===== src/tosq_pkg.sv =====
package tosq_pkg;

   // fixed field widths of the channels
   localparam int STAMP_W = 48;
   localparam int DATA_W  = 64;
   localparam int WIDE_W  = 64;
   localparam int OCC_W   = 6;
   localparam int TOTAL_W = 32;
   localparam int WIN_W   = 16;

   typedef logic [OCC_W-1:0]   occ_type;
   typedef logic [WIDE_W-1:0]  wide_type;
   typedef logic [DATA_W-1:0]  data_type;
   typedef logic [WIN_W-1:0]   window_type;
   typedef logic [TOTAL_W-1:0] total_type;

   // command codes
   localparam logic [1:0] CMD_ADD_SAMPLE   = 2'd0;
   localparam logic [1:0] CMD_ADD_FENCE    = 2'd1;
   localparam logic [1:0] CMD_REMOVE_FENCE = 2'd2;
   localparam logic [1:0] CMD_POP          = 2'd3;

   // status codes
   localparam logic [2:0] ST_OK            = 3'd0;
   localparam logic [2:0] ST_LATE          = 3'd1;
   localparam logic [2:0] ST_FENCE_EXISTS  = 3'd2;
   localparam logic [2:0] ST_FENCE_MISSING = 3'd3;
   localparam logic [2:0] ST_FULL          = 3'd4;
   localparam logic [2:0] ST_NOTHING       = 3'd5;

   localparam logic [2:0] FENCE_KIND   = 3'd7;
   localparam window_type WINDOW_RESET = 16'd100;

   typedef struct packed {
      logic [1:0]         command;
      logic [2:0]         sample_kind;
      logic [STAMP_W-1:0] stamp;
      logic [DATA_W-1:0]  sample_data;
   } req_type;

   typedef struct packed {
      logic [2:0]         status;
      logic               item_valid;
      logic [2:0]         out_kind;
      logic [STAMP_W-1:0] out_stamp;
      logic [DATA_W-1:0]  out_data;
      logic               last;
      logic [OCC_W-1:0]   occupancy;
      logic [TOTAL_W-1:0] late_total;
      logic [TOTAL_W-1:0] added_total;
      logic [OCC_W-1:0]   deepest;
   } rsp_type;

   // controller to datapath
   typedef struct packed {
      logic accept;
      logic compare;
      logic apply;
      logic scan;
      logic pop_none;
      logic pop_start;
      logic emit;
   } ctrl_cmd_type;

   // datapath to controller
   typedef struct packed {
      logic is_pop;
      logic take_head;
      logic cnt_zero;
      logic remain_one;
      logic slot_free;
   } dp_status_type;

endpackage


===== src/tosq_ctrl.sv =====
module tosq_ctrl (
   input  logic                    clock,
   input  logic                    reset,
   input  logic                    req_valid,
   output logic                    req_ready,
   input  tosq_pkg::dp_status_type dp_status,
   output tosq_pkg::ctrl_cmd_type  dp_cmd
);

   typedef enum logic [5:0] {
      S_IDLE   = 6'b000001,
      S_CMP    = 6'b000010,
      S_APPLY  = 6'b000100,
      S_SCAN   = 6'b001000,
      S_POPEND = 6'b010000,
      S_EMIT   = 6'b100000
   } state_type;

   state_type state_ff, state_in;

   // next state and commands
   always_comb begin
      state_in  = state_ff;
      dp_cmd    = '0;
      req_ready = (state_ff == S_IDLE);
      case (state_ff)
         S_IDLE: begin
            dp_cmd.accept = req_valid;
            if (req_valid) state_in = S_CMP;
         end
         S_CMP: begin
            dp_cmd.compare = 1'b1;
            state_in = dp_status.is_pop ? S_SCAN : S_APPLY;
         end
         S_APPLY: begin
            if (dp_status.slot_free) begin
               dp_cmd.apply = 1'b1;
               state_in = S_IDLE;
            end
         end
         S_SCAN: begin
            dp_cmd.scan = 1'b1;
            if (!dp_status.take_head) state_in = S_POPEND;
         end
         S_POPEND: begin
            if (!dp_status.cnt_zero) begin
               dp_cmd.pop_start = 1'b1;
               state_in = S_EMIT;
            end else if (dp_status.slot_free) begin
               dp_cmd.pop_none = 1'b1;
               state_in = S_IDLE;
            end
         end
         S_EMIT: begin
            if (dp_status.slot_free) begin
               dp_cmd.emit = 1'b1;
               if (dp_status.remain_one) state_in = S_IDLE;
            end
         end
         default: begin
            state_in = S_IDLE;
         end
      endcase
   end

   always_ff @(posedge clock) begin
      if (reset) state_ff <= S_IDLE;
      else       state_ff <= state_in;
   end

endmodule


===== config.mk =====
export PLATFORM = sky130hd
export DESIGN_NAME = tosq_ctrl
export DESIGN_NICKNAME = d
export VERILOG_FILES = /design/src/tosq_pkg.sv /design/src/tosq_ctrl.sv
export SDC_FILE = /design/constraint.sdc
export NUM_CORES = 1
export LEC_CHECK = 0
export BUFFER_PORTS_ARGS = -buffer_cell sky130_fd_sc_hd__buf_2
export CORE_AREA = 2 2 39 41
export CTS_CLUSTER_SIZE = 20
export DETAILED_ROUTE_END_ITERATION = 10
export DIE_AREA = 0 0 41 43
export GPL_ROUTABILITY_DRIVEN = 0
export PLACE_DENSITY_LB_ADDON = 0.3
export SETUP_SLACK_MARGIN = 0.3
export SLEW_MARGIN = 30
export SYNTH_ARGS = -nofsm -noshare
export SYNTH_HDL_FRONTEND = slang
export SYNTH_SLANG_ARGS = --single-unit

===== constraint.sdc =====
create_clock -name clock -period 2.43 [get_ports clock]
set_clock_uncertainty 0.1 [all_clocks]
set_input_delay 0.486 -clock clock [delete_from_list [all_inputs] [get_ports clock]]
set_output_delay 0.486 -clock clock [all_outputs]
set_load 0.05 [all_outputs]

# After elaboration in Yosys (flattened, before gate mapping)
# Index checks and enable logic that the tools add are counted.
classes:
  mux: 17
  reduce_logical: 1
  eq_ne: 10
ops:
  columns: ["operator", "n"]
  rows:
  - ["2-to-1 mux 6 bit", 6]
  - ["one-hot mux 6 bit (6 select lines)", 1]
  - ["2-to-1 mux 1 bit", 8]
  - ["!= test 2 bit (second input constant)", 4]
  - ["== test 6 x 1 -> 1 bit (second input constant)", 1]
  - ["== test 6 x 2 -> 1 bit (second input constant)", 1]
  - ["== test 6 x 3 -> 1 bit (second input constant)", 1]
  - ["== test 6 x 4 -> 1 bit (second input constant)", 1]
  - ["== test 6 x 5 -> 1 bit (second input constant)", 1]
  - ["== test 6 bit (second input constant)", 1]
  - ["2-to-1 mux 4 bit", 1]
  - ["AND reduction 4 bit", 1]
  - ["2-to-1 mux 2 bit", 1]
totals:
  out_inout_bits: 8
  register_bits: 6
  inputBits: 8
  wordCells: 29

# Longest topological paths before layout
# Gate-level depths: netlist of run 1.
depth:
  depth_word: 3
  depth_mapped: 5
  mapped_depth_nobuf: 5

# Worst setup path before layout of run 1
# OpenSTA, ideal clock, no wires.
synth_timing:
  path_type: "register to output"
  start: "register state_ff[2]"
  end: "output dp_cmd[6] (netlist bit)"
  setup_slack_ns: -0.853
  required_time_ns: 1.844
  stages_incl_launch_ff: 4
  arrival_time_ns: 2.697
  path_buffers: 0
  cell_sequence: "dfxtp_1 -> or4_4 -> nor3b_1 -> and2_1"
synth_lines:
  columns: ["item", "line_no", "rtl"]
  rows:
  - ["start, declared", "tosq_ctrl.sv:19", "state_type state_ff, state_in;"]
  - ["start signal, assigned", "tosq_ctrl.sv:68", "else state_ff <= state_in;"]
  - ["end, declared", "tosq_ctrl.sv:7", "output tosq_pkg::ctrl_cmd_type dp_cmd"]

==> results.tsv, run 1 <==
metric	value	unit
outcome	completed	
die area	0.00176	mm²
R2R Path End	state_ff[0]	
max reg flops	6	
Least-Margin Pin Slew	0.364	ns
Post-Syn Instances	51	
Max FO, Critical Path	4	
warnings from Yosys	0	
Max Cap Viol	0	
multi-input logic area	332	µm²
final hold violation count	0	
FFs w/ async S/R, synth	0	%
hold crit path type	primary input to register	
Ports	16	
count leader, synth	nor2_1	
CTS tree	yes	
Storage cell area	130	µm²
top cells by area, synth	dfxtp_1 (30%), nor2_1 (6.5%), nor4b_1 (6.5%)	
Vias/cell	5.13	
critical path class	register to primary output	
chip width	41	µm
Worst Setup End Kind	primary output	
post-synthesis sequential area ratio	29.7	%
Slew Limit Fails	0	
Tcrit/Tclk final	92.8	%
CP arrival	1.67	ns
fin worst setup slack	0.176	ns
First-pass DRT Iterations	4	
Final HPWL DP	782	µm
PD cells	430	mW/mm²
hold depth	2	
Post-synth EDFFs	0	
Leak	0.298	nW
All-Layer GR Usage	13.6	%
synth unique cells	27	
Final #Nets	84	
Rel. slew slack	75.7	%
Syn Area/Cell	7.92	µm²
hold_sp	reset	
antenna-violating nets left	0	
drt wl/cell	12.6	µm
setup slack after placement	0.267	ns
R2R Path Start	state_ff[5]	
DRC	0	
Synth Register Bits	6	
Max Fclk	444	MHz
port bufs	15	
Area Overhead vs Synth	64.7	%
layout cell share with drive strength beyond 1	51.4	%
fillers	150	
die span in y	43	µm
commonest cells in the netlist	nor2_1 (7), dfxtp_1 (6), inv_1 (5), nand2_1 (4)	
DR vias	462	
core box area	0.00138	mm²
reg2reg path depth	4	
Initial Utilization	29.2	%
VDD IR max	0.272	mV
CTS HTree Levels	1	
vias in the first global route	378	
number of cell rows	14	
Worst Path Required	1.84	ns
initial antenna violation count	0	
Top reg by flops	state_ff	
TritonCTS Buffers	3	
GR Overflow Total	0	
Clock Path Buffers	2	
pin count of the biggest net entering global routing	9	
RSZ-0062 raised after global routing	true	
startpoint types	register	
clk_lat worst skew	0.24	ns
flop2flop setup slack	0.60	ns
Min Clock Period, post-route	2.25	ns
Diodes inserted	0	
Hold EP	state_ff[3]	
global-route wire length before repair	1560	µm
share of the synthesized area in the top cell type	29.7	%
DRT Wirelength	1130	µm
Syn Nets	59	
Final setup viols	0	
biggest regs	state_ff: 6 flops	
Synth Flop Type	dfxtp_1	
clock-pin slew on the worst setup and hold paths	0.04	ns
Starting DRT DRC Count	4	
area leader, netlist	dfxtp_1	
TritonCTS Sinks	6	
Post-Syn Area	404	µm²
clk root buf	clkbuf_4	
setup_tns	0	ns
worst max-delay path: stages, from the launching register on:
cell     delay (ns)
dfxtp_4        0.34
or4_4          0.59
nor3b_4        0.19
and2_4         0.17
buf_8          0.14
timing repair:
action,CTS,global route
hold buffers,0,0
buffers inserted,2,3
setup endpoints to repair,6,8
resized for setup,10,15
pin swaps,3,3
worst max path at each step:
stage                startpoint   endpoint  cells past startpoint
floorplan           state_ff[2]  dp_cmd[6]                      3
global placement    state_ff[2]  dp_cmd[6]                      4
detailed placement  state_ff[2]  dp_cmd[6]                      4
CTS                 state_ff[5]  dp_cmd[6]                      4
global route        state_ff[2]  dp_cmd[6]                      4
finish              state_ff[5]  dp_cmd[6]                      4
cell families (layout without fill, tap and decap cells):
group / count (synthesis) / in the layout / synth area share (%)
AND/OR/NAND/NOR: 30 / 30 / 44.0
buffers and inverters: 5 / 28 / 4.64
flip-flops: 6 / 6 / 29.7
AO/OA/AOI/OAI: 9 / 9 / 19.5
XOR/XNOR: 1 / 1 / 2.17
metal layers:
metal  part of all wire (%)  global-route usage [%]
met5                      0                       0
met4                   0.62                    6.00
met3                    4.6                    6.28
met1                     43                    17.5
met2                     51                    18.8
placed cells by master, fill, tap and decap left out, types with 2 or more instances in the layout:
cell type,netlist,final
buf_2,0,9
nor2_1,7,6
clkbuf_4,0,6
inv_1,5,5
buf_4,0,5
nand2_1,4,4
nor4b_2,0,2
nand3_1,2,2
buf_6,0,2
dfxtp_1,6,2
dfxtp_2,0,2
dfxtp_4,0,2
layout make-up:
class,instances,share of cell area [%]
repair buffers,20,21.4
multi-input cells,40,49.8
well taps,16,3.01
clock buffers,3,3.38
flip-flops and latches,6,19.5
inverters,5,2.82
through the flow:
stage	utilization, %	hold slack [ns]	std cells	power [mW]	cell area, µm²
6_report	48.1	0.367	90	0.286	666
5_1_grt	48.1	0.384	90	0.306	666
4_1_cts	42.7	0.369	87	0.284	591
3_5_place_dp	37.8	0.628	82	0.186	523
3_3_place_gp	37.8	0.614	82	0.186	523
2_1_floorplan	-	0.455	51	0.166	428
power by group:
group | total [mW] | leakage (nW) | switching (mW) | internal (mW)
Clock | 0.0890 | 0.0138 | 0.0334 | 0.0557
Sequential | 0.111 | 0.0515 | 0.00999 | 0.101
Combinational | 0.0865 | 0.233 | 0.0478 | 0.0387
Total | 0.286 | 0.298 | 0.0911 | 0.195
(Power assumes the default switching activity.)
==> inputs of run 2 (changes only) <==
--- a/config.mk
+++ b/config.mk
@@ -5,7 +5,7 @@
 export SDC_FILE = /design/constraint.sdc
 export NUM_CORES = 1
 export LEC_CHECK = 0
-export BUFFER_PORTS_ARGS = -buffer_cell sky130_fd_sc_hd__buf_2
+export BUFFER_PORTS_ARGS = -buffer_cell sky130_fd_sc_hd__buf_4
 export CORE_AREA = 2 2 39 41
 export CTS_CLUSTER_SIZE = 20
 export DETAILED_ROUTE_END_ITERATION = 10
==> run 2 against run 1 <==
Effect of this change:
- global-route usage is 0.49 points higher
- cell count unchanged
- cell area down 0.56%
- clock power increased by 1%
- power up 4.9%
- sequential cell count unchanged
- combinational power grew 15%
- register-to-register slack got worse by 0.13 ns
- critical path depth unchanged
==> results.tsv, run 2 (synthesis results as in run 1) <==
metric	value	unit
CTS HTree Levels	1	
Initial Utilization	29.2	%
Top reg by flops	state_ff	
Ports	16	
Worst Path Required	1.84	ns
All-Layer GR Usage	14.1	%
TritonCTS Buffers	3	
CP max stage cell	or4_4	
Finished Layout Cells	90	
biggest regs	state_ff: 6 flops	
layout cell share with drive strength beyond 1	45.9	%
port bufs	15	
Max FO, Critical Path	3	
drt wl/cell	12.2	µm
Final #Nets	84	
CTS tree	yes	
fillers	145	
cells along the critical path	or4_4 > nor3b_4 > and2_4 > buf_8	
First-pass DRT Iterations	6	
Area Overhead vs Synth	63.8	%
Slew Limit Fails	0	
Rel. slew slack	73.0	%
pin count of the biggest net entering global routing	9	
PD cells	454	mW/mm²
Max Fclk	444	MHz
setup_tns	0	ns
chip width	41	µm
Min Clock Period, post-route	2.25	ns
Vias/cell	5.47	
Tcrit/Tclk final	92.7	%
Final HPWL DP	796	µm
GR Overflow Total	0	
Critical Path End	dp_cmd[6]	
core box area	0.00138	mm²
setup slack after placement	0.315	ns
DR top layer	met4	
crit-path max cell delay	0.57	ns
reg2reg path depth	5	
WHS	0.341	ns
Diodes inserted	0	
Critical Path Source	state_ff[5]	
placed cells	82	
DRC	0	
R2R Path End	state_ff[0]	
Met1 Routed Length	472	µm
startpoint types	register	
flop2flop setup slack	0.47	ns
critical path class	register to primary output	
number of cell rows	14	
VDD IR max	0.297	mV
outcome	completed	
Starting DRT DRC Count	22	
Storage cell area	128	µm²
Design Power	300	µW
hold crit path type	primary input to register	
clk root buf	clkbuf_4	
die area	0.00176	mm²
met2 wire length	547	µm
commonest non-fill, non-tap cells in the layout	buf_4 (15), nor2_1 (6), inv_1 (5), nand2_1 (4)	
final hold violation count	0	
clock-pin slew on the worst setup and hold paths	0.04	ns
hold buffers post-CTS	0	
fin worst setup slack	0.176	ns
TritonCTS Sinks	6	
die span in y	43	µm
design area	662	µm²
Final setup viols	0	
CP arrival	1.67	ns
antenna-violating nets left	0	
Final Util	47.8	%
RSZ-0062 raised after global routing	true	
Max Cap Viol	0	
met3 routed WL	59	µm
multi-input logic area	297	µm²
clk_lat worst skew	0.24	ns
DR vias	492	
vias in the first global route	405	
R2R Path Start	state_ff[5]	
commonest non-fill, non-tap cell in the layout	buf_4	
DRT Wirelength	1100	µm
max reg flops	6	
Least-Margin Pin Slew	0.399	ns
Worst Setup End Kind	primary output	
global-route wire length before repair	1620	µm
placed inst area	561	µm²
Leak	0.300	nW
initial antenna violation count	0	
Clock Path Buffers	2	
[run 2: cell count changes in the layout (fill, tap and decap cells not counted), sizes merged]
cell	before	now
buf	17	20
clkbuf	6	3
[run 2: what timing repair did]
item,in CTS,in global routing
resized for setup,9,5
setup buffers,4,1
pin swaps,3,1
setup endpoints to repair,4,7
[run 2: how the worst min path moves through the flow]
stage	end	from	depth (start not counted)
after floorplan	state_ff[3]	reset	1
after global placement	state_ff[3]	reset	2
after detailed placement	state_ff[5]	reset	2
after CTS	state_ff[5]	reset	2
after global routing	state_ff[5]	reset	2
final	state_ff[3]	reset	2
[run 2: cell type report]
cell class / count / area share (%)
Multi-Input combinational cell: 40 / 44.8
Tap cell: 16 / 3.02
Inverter: 5 / 2.84
Timing Repair Buffer: 20 / 26.7
Clock buffer: 3 / 3.40
Sequential cell: 6 / 19.3
[run 2: metal layers]
metal  track usage [%]  up-vias
met5                 0        -
met4              8.00        0
met3              4.71        5
met2              20.3       21
met1              17.5      229
li1                  -      237
[run 2: critical path, delay by kind of cell, from the launching register on]
kind,cells,cell delay (ns)
buffers and inverters,1,0.14
flip-flops,1,0.34
AND/OR/NAND/NOR,3,0.95
[run 2: power by group]
part / total (mW) / switching (mW) / internal [mW] / leakage, nW
Combinational: 0.0996 / 0.0491 / 0.0505 / 0.235
Clock: 0.0901 / 0.0343 / 0.0557 / 0.0138
Sequential: 0.111 / 0.00877 / 0.102 / 0.0512
